--- src/rtl/apbt_pkg.sv ---
// Shared types and constants for the affine point and bounds transform unit.
package apbt_pkg;

  localparam int DEF_FRAC_BITS = 16;
  localparam int COORD_W       = 32;
  localparam int NUM_CORNERS   = 4;
  localparam int CFG_IDX_W     = 3;

  typedef logic signed [COORD_W-1:0] coord_t;

  typedef enum logic [1:0] {
    KIND_POINT       = 2'd0,
    KIND_DELTA_POINT = 2'd1,
    KIND_RECT        = 2'd2,
    KIND_DELTA_RECT  = 2'd3
  } kind_t;

  typedef enum logic [CFG_IDX_W-1:0] {
    REG_COEF_XX  = 3'd0,
    REG_COEF_YX  = 3'd1,
    REG_COEF_XY  = 3'd2,
    REG_COEF_YY  = 3'd3,
    REG_OFFSET_X = 3'd4,
    REG_OFFSET_Y = 3'd5
  } cfg_reg_t;

endpackage

--- src/rtl/apbt_bound4.sv ---
// Minimum and maximum of four signed coordinates through a two-level compare tree.
module apbt_bound4
  import apbt_pkg::*;
(
  input  coord_t vals [NUM_CORNERS],
  output coord_t lo,
  output coord_t hi
);

  coord_t lo_a, lo_b, hi_a, hi_b;

  always_comb begin
    lo_a = (vals[1] < vals[0]) ? vals[1] : vals[0];
    hi_a = (vals[1] > vals[0]) ? vals[1] : vals[0];
    lo_b = (vals[3] < vals[2]) ? vals[3] : vals[2];
    hi_b = (vals[3] > vals[2]) ? vals[3] : vals[2];
    lo   = (lo_b < lo_a) ? lo_b : lo_a;
    hi   = (hi_b > hi_a) ? hi_b : hi_a;
  end

endmodule

--- config.mk ---
export PLATFORM = sky130hd
export DESIGN_NAME = apbt_bound4
export DESIGN_NICKNAME = d
export VERILOG_FILES = /design/src/rtl/apbt_pkg.sv /design/src/rtl/apbt_bound4.sv
export SDC_FILE = /design/constraint.sdc
export NUM_CORES = 1
export LEC_CHECK = 0
export BUFFER_PORTS_ARGS = -buffer_cell sky130_fd_sc_hd__buf_2
export CORE_MARGIN = 1
export CORE_UTILIZATION = 25
export DETAILED_ROUTE_END_ITERATION = 6
export PLACE_DENSITY = 0.54
export SETUP_SLACK_MARGIN = 0.4
export SLEW_MARGIN = 40
export SYNTH_ARGS = -nofsm -noshare
export SYNTH_HDL_FRONTEND = slang
export SYNTH_SLANG_ARGS = --single-unit
--- constraint.sdc ---
create_clock -name vclk -period 5.05
set_input_delay 0 -clock vclk [all_inputs]
set_output_delay 0 -clock vclk [all_outputs]
set_load 0.005 [all_outputs]
==> results of run 1 <==
-- stage by stage --
stage | setup slack [ps] | setup TNS, ps | std cells
floorplan | 702 | 0 | 688
global placement | -113 | -2920 | 1283
detailed placement | -305 | -9370 | 1283
CTS | 231 | 0 | 1303
global route | -25.4 | -85.0 | 1332
finish | 98.8 | 0 | 1332
-- power groups by stage --
stage	sequential, W	clock [W]	combinational (W)
3_5_place_dp	0	0	0.00172
3_3_place_gp	0	0	0.00171
4_1_cts	0	0	0.00203
5_1_grt	0	0.0000000000529	0.00267
2_1_floorplan	0	0	0.000981
6_report	0	0.0000000000530	0.00248
-- worst paths after layout --
path                  cells past startpoint  endpoint  startpoint  slack (ps)
worst max-delay path                     27    lo[23]   vals[102]         100
worst min-delay path                      4     lo[5]    vals[37]         420
-- cell families (layout without fill, tap and decap cells) --
family | after synthesis | after routing | share of synthesized area [%]
other | 0 | 2 | 0
AO/OA/AOI/OAI | 110 | 110 | 13.6
multiplexers | 192 | 192 | 35.0
AND/OR/NAND/NOR | 112 | 112 | 11.0
buffers and inverters | 147 | 509 | 11.7
adder cells (fa/ha/maj) | 127 | 127 | 28.7
-- synthesized netlist by cell type (2+ instances only) --
| master | count | area, µm² |
|---|---|---|
| a211oi_1 | 10 | 75.1 |
| o21ai_0 | 21 | 105 |
| o21ai_2 | 2 | 17.5 |
| a21boi_2 | 2 | 22.5 |
| buf_2 | 10 | 50.1 |
| nor4_1 | 3 | 18.8 |
| inv_1 | 128 | 480 |
| nand2_1 | 24 | 90.1 |
| nor3b_1 | 3 | 22.5 |
| o211ai_1 | 2 | 15.0 |
| buf_4 | 3 | 22.5 |
| o21a_1 | 3 | 22.5 |
| o22ai_1 | 2 | 12.5 |
| nand2b_1 | 4 | 25.0 |
| a31oi_1 | 2 | 12.5 |
| mux2i_1 | 190 | 1900 |
| nand4_1 | 22 | 138 |
| o21ai_1 | 2 | 10.0 |
| a21oi_1 | 31 | 155 |
| and3_1 | 2 | 12.5 |
| o211ai_2 | 2 | 25.0 |
| nor2b_1 | 5 | 31.3 |
| ha_1 | 127 | 1590 |
| and2_1 | 2 | 12.5 |
| nand3_1 | 6 | 30.0 |
| nor3_1 | 9 | 45.0 |
| buf_6 | 3 | 33.8 |
| a21o_1 | 17 | 128 |
| nor2_1 | 21 | 78.8 |
| buf_12 | 3 | 60.1 |
| and4_1 | 3 | 26.3 |
-- final cells by class --
class	instances	share of cell area [%]
antenna	2	0.0502
inverter	128	4.90
multi-input combinational	541	61.7
tap	280	3.52
timing repair buffer	381	29.8
-- layer usage --
metal | global-route usage (%) | vias up | part of all wire [%]
met2 | 32.6 | 184 | 47
met4 | 4.80 | 2 | 2.9
li1 | - | 3232 | -
met1 | 25.1 | 3039 | 45
met5 | 0 | - | 0.055
met3 | 2.39 | 39 | 5.2
-- critical path: stages --
cell	delay, ps
buf_6	90
inv_1	90
ha_4	210
nand4_1	150
nor3_4	70
a21boi_2	160
or4_4	500
a21boi_4	170
mux2_4	350
buf_12	160
buf_12	150
mux2i_4	190
ha_1	290
and2_4	150
a221o_1	320
a22oi_2	260
a31oi_1	150
buf_4	150
buf_4	120
o31ai_2	60
o211ai_2	160
mux2i_4	220
buf_6	160
buf_12	110
buf_16	140
mux2i_2	220
buf_2	140
-- what timing repair did --
| action | CTS | global route |
|---|---|---|
| resized for setup | 83 | 197 |
| pin swaps | 21 | 24 |
| gates cloned | 5 | 5 |
| buffers inserted | 15 | 22 |
| endpoints found under the setup margin | 64 | 64 |
==> results.rst, run 1 <==
.. list-table::
   :header-rows: 1

   * - Metric
     - Value
   * - Outcome
     - completed
   * - Boundary Pins
     - 192
   * - Final max-slew violation count
     - 0
   * - Count of cell types in the netlist
     - 55
   * - Pwr/cell area
     - 249 nW/µm²
   * - First-pass GRT wire length
     - 33,600 µm
   * - Final hold slack
     - 421 ps
   * - Total design power
     - approximately 0.0025 W
   * - Internal power component
     - between 0.001 and 0.0015 W
   * - Starting Density
     - 25.4%
   * - Number of DRC violations after detailed routing
     - 0
   * - Layout fillers
     - about 2,100
   * - Post-route core utilization
     - 45.8%
   * - Maximum number of pins on one net before global-route repair
     - 13
   * - Die area
     - 22,700 µm²
   * - Die Span X
     - 151 µm
   * - Worst IR Drop VDD
     - 0.101 mV
   * - Vias after detailed routing
     - 6,496
   * - Sequential cell area
     - 0 µm²
   * - Switching power total
     - between 0.001 and 0.0015 W
   * - Average vias per placed instance
     - 4.88
   * - Sum of routed wire length over all layers
     - 23,800 µm
   * - Power share of the sequential group
     - 0%
   * - Number of max-cap violations
     - 0
   * - Number of iterations in the first detailed-routing pass
     - 5
   * - Clock period minus final worst setup slack
     - 4950 ps
   * - # setup viols final
     - 0
   * - Final instance area
     - 9960 µm²
   * - Total area of multi-input combinational cells
     - 6150 µm²
   * - RSZ-0062 raised after global routing
     - yes
   * - Count of port buffers added during placement
     - 192
   * - Net count reported at finish
     - 1,307
   * - Class of the worst hold path
     - primary input to primary output
   * - Fin crit share
     - 98.0%
   * - Routability congestion estimate from global placement
     - ~0.88
   * - Routed length per instance
     - 17.8 µm
   * - Worst-Margin Slew
     - 603 ps
   * - Number of flip-flops and latches
     - 0
   * - LEAKAGE
     - 5.16 nW
   * - All-Layer GR Usage
     - 19.1%
   * - Top library cells by usage in the layout, fill and taps aside
     - buf_2, buf_4, mux2i_1
   * - Mean post-synth cell area
     - 8.04 µm²
   * - Sequential fraction of the synthesis area
     - 0%
   * - Die height
     - 151 µm
   * - Post-detailed-route count of antenna-violating nets
     - 0
   * - Placed wire-length estimate after detailed placement
     - 18,600 µm
   * - Final-report hold violation count
     - 0
   * - Worst endpoint data arrival time
     - 4950 ps
   * - Cells after Synth
     - 688
   * - Sw frac
     - 44.7%
   * - Worst slew margin relative to its limit
     - 59.4%
   * - Ratio of cells with drive above 1 in the final layout
     - 53.0%
   * - Placeable core area
     - 21,800 µm²
   * - Achievable Freq
     - 202 MHz
   * - Global-route congestion overflow total
     - 0
   * - Leading cell type in the layout, fill and taps excluded
     - buf_2
   * - Number of nets in the synthesized netlist
     - 943
   * - Synth Warn #
     - 0
   * - Critical path type
     - primary input to primary output
   * - Count of hold-fix buffers inserted at cts
     - 0
   * - Max FO, Critical Path
     - 8
   * - Clock power share
     - 0%
   * - DRC violation total after the first TritonRoute iteration
     - 230
   * - Kind of end point of the critical path
     - primary output
   * - Worst setup SP type
     - primary input
   * - Number of global-route vias before repair
     - 6,362
   * - CP Data Required Time
     - ~5100 ps
   * - Signed area change from the synthesized netlist to the final layout
     - 80.1%
   * - Cell area after placement
     - approximately 8000 µm²
   * - Synthesized cell area
     - 5530 µm²
   * - Number of antenna violations at the first check in global routing
     - 4
   * - Std-Cell Rows
     - between 50 and 60
   * - Clock buffer instance count of the final layout
     - 0
   * - Combinational cell fraction of total power
     - 100.0%
Note: power is estimated with default switching activity, not from simulation.
==> run 2, diff against run 1 <==
==> constraint.sdc (replaced) <==
create_clock -name vclk -period 5.05
set_input_delay 0 -clock vclk [all_inputs]
set_output_delay 0 -clock vclk [all_outputs]
set_load 0.02 [all_outputs]
==> run 2 against run 1 <==
Compared with the run above: worst hold slack improved by 49 ps; die area is the same; sequential share of layout area is the same; largest cell class unchanged; highest routed layer unchanged.
==> results.rst, run 2 (synthesized netlist as in run 1, its figures left out) <==
.. list-table::
   :header-rows: 1

   * - Metric
     - Value
   * - Routed length per instance
     - 18.3 µm (+2.6%)
   * - Worst-Margin Slew
     - 479 ps (-124 ps)
   * - Class of the worst hold path
     - primary input to primary output
   * - Global-route congestion overflow total
     - 0 (unchanged)
   * - Switching power total
     - 0.00141 W (+27%)
   * - Outcome
     - completed
   * - Number of antenna violations at the first check in global routing
     - 2 (-2)
   * - Number of global-route vias before repair
     - 6,928 (+8.9%)
   * - Cell area after placement
     - 8050 µm² (+2.0%)
   * - Pwr/cell area
     - 277 nW/µm² (+11%)
   * - Signed area change from the synthesized netlist to the final layout
     - 96.7%
   * - Power share of the sequential group
     - 0% (unchanged)
   * - Post-placement setup slack
     - -487 ps (-181 ps)
   * - Worst setup SP type
     - primary input
   * - Worst slew margin relative to its limit
     - 67.2% (+7.8 points)
   * - Clock period minus final worst setup slack
     - 4980 ps (+27.8 ps)
   * - Worst IR Drop VDD
     - 0.156 mV (+54%)
   * - Critical Path Slowest Stage Cell
     - nor4_2
   * - Number of buffers and inverters on the critical path
     - 12 (+2)
   * - Starting Density
     - 25.4% (unchanged)
   * - Combinational cell fraction of total power
     - 100.0% (about the same)
   * - Number of DRC violations after detailed routing
     - 0 (unchanged)
   * - DRC violation total after the first TritonRoute iteration
     - 220 (-4.3%)
   * - Placed wire-length estimate after detailed placement
     - 18,300 µm (-1.8%)
   * - Sw frac
     - 46.8% (+2.0 points)
   * - Number of iterations in the first detailed-routing pass
     - 5 (unchanged)
   * - Cell family contributing the most delay on the critical path
     - buffers and inverters
   * - Critical path type
     - primary input to primary output
   * - All-Layer GR Usage
     - 21.1% (+2.0 points)
   * - Internal power component
     - 0.00161 W (+17%)
   * - Boundary Pins
     - 192 (unchanged)
   * - Leading cell type in the layout, fill and taps excluded
     - buf_4
   * - Std-Cell Rows
     - 54 (unchanged)
   * - First-pass GRT wire length
     - 36,900 µm (+9.7%)
   * - Number of flip-flops and latches
     - 0 (unchanged)
   * - Placeable core area
     - 21,800 µm² (unchanged)
   * - Die height
     - 151 µm (unchanged)
   * - Clock buffer instance count of the final layout
     - 0 (unchanged)
   * - Average vias per placed instance
     - 4.85 (-0.58%)
   * - Post-detailed-route count of antenna-violating nets
     - 0 (unchanged)
   * - Net count reported at finish
     - 1,361 (+4.1%)
   * - Final-report hold violation count
     - 0 (unchanged)
   * - Total routed wire length on the met1 layer
     - 11,100 µm (+3.9%)
   * - RSZ-0062 raised after global routing
     - yes
   * - Ratio of cells with drive above 1 in the final layout
     - 58.2% (+5.2 points)
   * - Top library cells by usage in the layout, fill and taps aside
     - buf_4, buf_2, inv_1
   * - Cell count after placement
     - 1,306 (+1.8%)
   * - Detailed-routed wire length on met2
     - 12,300 µm (+9.6%)
   * - Setup WS post-layout
     - 71.0 ps (-27.8 ps)
   * - Met3 WL
     - 1280 µm (+2.9%)
   * - Die Span X
     - 151 µm (unchanged)
   * - Count of hold-fix buffers inserted at cts
     - 0 (unchanged)
   * - Maximum number of pins on one net before global-route repair
     - 13 (unchanged)
   * - CP Data Required Time
     - 5050 ps (about the same)
   * - Worst endpoint data arrival time
     - 4980 ps (+30 ps)
   * - LEAKAGE
     - 5.50 nW (+6.6%)
   * - Vias after detailed routing
     - 6,715 (+3.4%)
   * - Final hold slack
     - 470 ps (+48.6 ps)
   * - Non-filler cells, final
     - 1,385 (+4.0%)
   * - Achievable Freq
     - 201 MHz (-0.56%)
   * - Delay of the slowest cell on the worst path
     - 340 ps (-160 ps)
   * - Count of port buffers added during placement
     - 192 (unchanged)
   * - # setup viols final
     - 0 (unchanged)
   * - Max FO, Critical Path
     - 10 (+2)
   * - Sum of routed wire length over all layers
     - 25,300 µm (+6.6%)
   * - Number of max-cap violations
     - 0 (unchanged)
   * - Final instance area
     - 10,900 µm² (+9.2%)
   * - Kind of end point of the critical path
     - primary output
   * - Max layer used
     - met5
   * - Die area
     - 22,700 µm² (unchanged)
   * - Clock power share
     - 0% (unchanged)
   * - Fin crit share
     - 98.6% (+0.55 points)
   * - Sequential cell area
     - 0 µm² (unchanged)
   * - Final max-slew violation count
     - 0 (unchanged)
   * - Cell with the most instances on the worst path
     - buf_4
   * - Routability congestion estimate from global placement
     - 0.893 (+2.0%)
-- run 2: cell types whose count changed in the layout (fill, tap and decap cells not counted), moves of 4 or more --
| cell | before | now |
|---|---|---|
| mux2i_2 | 28 | 46 |
| inv_4 | 3 | 7 |
| buf_2 | 172 | 111 |
| buf_4 | 151 | 238 |
| clkbuf_16 | 5 | 1 |
| buf_6 | 27 | 48 |
| inv_1 | 111 | 105 |
| buf_16 | 5 | 11 |
| mux2i_1 | 124 | 102 |
| mux2i_4 | 39 | 43 |
| buf_8 | 2 | 8 |
-- run 2: cell type report --
class	count	area (µm²)
Antenna cell	1	2.50
Fill cell	2021	10900
Inverter	128	498
Multi-Input combinational cell	541	6340
Tap cell	280	350
Timing Repair Buffer	435	3690
-- run 2: tightest hold or removal path, delay by kind of cell --
| kind | cells | cell delay, ps |
|---|---|---|
| multiplexers | 2 | 230 |
| buffers and inverters | 2 | 240 |
-- run 2: power groups by stage --
stage	Clock, W	Combinational, W	Sequential [W]
2_1_floorplan	0	0.00120	0
3_3_place_gp	0	0.00194	0
3_5_place_dp	0	0.00194	0
4_1_cts	0	0.00269	0
6_report	0.0000000000265	0.00302	0
5_1_grt	0	0.00320	0
-- run 2: stage by stage --
step                power (W)  TNS [ps]  utilization (%)
CTS                   0.00269         0             46.2
detailed placement    0.00194    -17100             37.0
global placement      0.00194    -11120             37.0
finish                0.00302         0             50.0
global route          0.00320     -3800             50.0
floorplan             0.00120         0                -
-- run 2: worst paths after layout --
| path | startpoint | end | slack (ps) | cells past startpoint |
|---|---|---|---|---|
| worst max-delay path | vals[43] | lo[4] | 70 | 28 |
| worst min-delay path | vals[40] | lo[8] | 470 | 4 |
-- run 2: what timing repair did --
action | in CTS | in global routing
pin swaps | 43 | 31
setup buffers | 44 | 23
endpoints found under the setup margin | 64 | 64
gates cloned | 10 | 1
resized for setup | 284 | 135
hold endpoints to repair | 0 | 0
-- run 2: routing by layer --
metal,vias to the layer above,track usage [%]
met5,-,0
met3,46,3.09
met4,2,5.45
met2,183,36.7
li1,3337,-
met1,3147,26.9
==> run 3, diff against run 2 <==
Settings changed: MAX_ROUTING_LAYER set to met4.
==> run 3 against run 2 <==
Compared with the run above: sequential share of layout area unchanged; via count decreased by 0.12%; die area unchanged; first-iteration DRC count increased by 3.6%; global-route usage increased by 0.61 points; critical path depth decreased by 2; wire length increased by 0.19%; largest power group unchanged; worst hold slack about the same; cell area about the same; combinational power about the same; fmax about the same.
==> results.rst, run 3 (synthesized netlist as in run 1, its figures left out) <==
.. list-table::
   :header-rows: 1

   * - Metric
     - Value
   * - Number of max-cap violations
     - 0 (unchanged)
   * - Fin crit share
     - 98.6% (about the same)
   * - Post-detailed-route count of antenna-violating nets
     - 0 (unchanged)
   * - Number of DRC violations after detailed routing
     - 0 (unchanged)
   * - Clock buffer instance count of the final layout
     - 0 (unchanged)
   * - Critical path type
     - primary input to primary output
   * - Average vias per placed instance
     - 4.84 (-0.19%)
   * - Number of flip-flops and latches
     - 0 (unchanged)
   * - Pwr/cell area
     - 277 nW/µm² (about the same)
   * - Outcome
     - completed
   * - Number of antenna violations at the first check in global routing
     - 2 (unchanged)
   * - Leading cell type in the layout, fill and taps excluded
     - buf_4
   * - DRC violation total after the first TritonRoute iteration
     - 228 (+3.6%)
   * - Worst IR Drop VDD
     - 0.156 mV (+0.18%)
   * - Max FO, Critical Path
     - 6 (-4)
   * - Vias after detailed routing
     - 6,707 (-0.12%)
   * - Non-filler cells, final
     - 1,386 (+0.072%)
   * - Die area
     - 22,700 µm² (unchanged)
   * - Final max-slew violation count
     - 0 (unchanged)
   * - Cell count after placement
     - 1,306 (unchanged)
   * - Sum of routed wire length over all layers
     - 25,400 µm (+0.19%)
   * - Sequential cell area
     - 0 µm² (unchanged)
   * - Setup WS post-layout
     - 68.8 ps (-2.22 ps)
   * - All-Layer GR Usage
     - 21.7% (+0.61 points)
   * - Boundary Pins
     - 192 (unchanged)
   * - Delay of the slowest cell on the worst path
     - 390 ps (+50 ps)
   * - Crit path launch
     - vals[117]
   * - Signed area change from the synthesized netlist to the final layout
     - 96.7% (about the same)
   * - Fin Setup TNS
     - 0 ps (unchanged)
   * - Number of iterations in the first detailed-routing pass
     - 4 (-1)
   * - Worst setup SP type
     - primary input
   * - Die Span X
     - 151 µm (unchanged)
   * - Starting Density
     - 25.4% (unchanged)
   * - # setup viols final
     - 0 (unchanged)
   * - Worst endpoint data arrival time
     - 4980 ps (about the same)
   * - LEAKAGE
     - 5.50 nW (unchanged)
   * - Class of the worst hold path
     - primary input to primary output
   * - Count of hold-fix buffers inserted at cts
     - 0 (unchanged)
   * - Ratio of cells with drive above 1 in the final layout
     - 58.2% (unchanged)
   * - Final-report hold violation count
     - 0 (unchanged)
   * - Clock period minus final worst setup slack
     - 4980 ps (+2.22 ps)
   * - Routability congestion estimate from global placement
     - 0.908 (+1.7%)
   * - Kind of end point of the critical path
     - primary output
   * - Placed wire-length estimate after detailed placement
     - 18,300 µm (unchanged)
   * - Placeable core area
     - 21,800 µm² (unchanged)
   * - Layout fillers
     - 2,021 (unchanged)
   * - First-pass GRT wire length
     - 36,900 µm (-0.11%)
   * - Last element of the critical path
     - lo[4]
   * - RSZ-0062 raised after global routing
     - yes
   * - Global-route congestion overflow total
     - 0 (unchanged)
   * - Die height
     - 151 µm (unchanged)
   * - Routed length per instance
     - 18.3 µm (+0.12%)
   * - Worst-Margin Slew
     - 478 ps (-1.06 ps)
   * - Count of port buffers added during placement
     - 192 (unchanged)
   * - Top library cells by usage in the layout, fill and taps aside
     - buf_4, buf_2, inv_1
   * - Number of global-route vias before repair
     - 6,946 (+0.26%)
   * - Cell area after placement
     - 8050 µm² (unchanged)
   * - Net count reported at finish
     - 1,361 (unchanged)
   * - Critical Path Slowest Stage Cell
     - or3_4
   * - Post-placement setup slack
     - -487 ps (unchanged)
   * - CP Data Required Time
     - 5050 ps (about the same)
   * - Worst slew margin relative to its limit
     - 67.8% (+0.61 points)
   * - Total area of multi-input combinational cells
     - 6340 µm² (unchanged)
   * - Std-Cell Rows
     - 54 (unchanged)
   * - Maximum number of pins on one net before global-route repair
     - 13 (unchanged)
   * - Achievable Freq
     - 201 MHz (about the same)
   * - Final instance area
     - 10,900 µm² (about the same)
[run 3: changes by cell type in the layout (fill, tap and decap cells not counted)]
cell     previous run  this run
diode_2             1         2
[run 3: cell type report]
cell class | instances | share of cell area, %
multi-input cells | 541 | 58.2
repair buffers | 435 | 33.9
inverters | 128 | 4.58
well taps | 280 | 3.22
diodes | 2 | 0.0460
[run 3: critical path: cells and delay by family]
family / cells / cell delay [ps]
compound gates: 7 / 1180
buf+inv: 8 / 1120
simple gates: 5 / 1060
fa+ha+maj: 2 / 550
mux: 4 / 1060
[run 3: stage by stage]
step                      power, W  utilization (%)  hold slack (ps)
after floorplan            0.00120                -              324
after global placement     0.00194             37.0              474
after detailed placement   0.00194             37.0              481
after CTS                  0.00269             46.2              481
after global routing       0.00320             50.0              489
final                      0.00302             50.0              470
[run 3: power breakdown]
| part | switching, W | total [W] | internal, W |
|---|---|---|---|
| Clock | 0 | 0.0000000000530 | 0.0000000000530 |
| Combinational | 0.00141 | 0.00302 | 0.00161 |
| Sequential | 0 | 0 | 0 |
| Total | 0.00141 | 0.00302 | 0.00161 |
[run 3: how the worst min path moves through the flow]
stage / to / startpoint / slack [ps] / cells past startpoint
2_1_floorplan: lo[0] / vals[32] / 320 / 4
3_3_place_gp: lo[4] / vals[36] / 470 / 4
3_5_place_dp: lo[4] / vals[36] / 480 / 4
4_1_cts: lo[5] / vals[37] / 480 / 4
5_1_grt: lo[8] / vals[40] / 490 / 4
6_report: lo[8] / vals[40] / 470 / 4
[run 3: timing repair]
item / 4_1_cts / 5_1_grt
setup buffers: 44 / 23
gates cloned: 10 / 1
pin swaps: 43 / 31
resized for setup: 284 / 135
hold endpoints to repair: 0 / 0
endpoints found under the setup margin: 64 / 64
[run 3: per-layer routing]
| layer | wire (µm) | global-route usage [%] | up-vias | part of all wire (%) |
|---|---|---|---|---|
| met5 | 0 | - | - | 0 |
| met4 | 699 | 5.45 | 0 | 2.8 |
| met3 | 1310 | 2.82 | 41 | 5.1 |
| met2 | 12300 | 36.7 | 193 | 49 |
| met1 | 11100 | 27.1 | 3140 | 44 |
| li1 | - | - | 3333 | - |
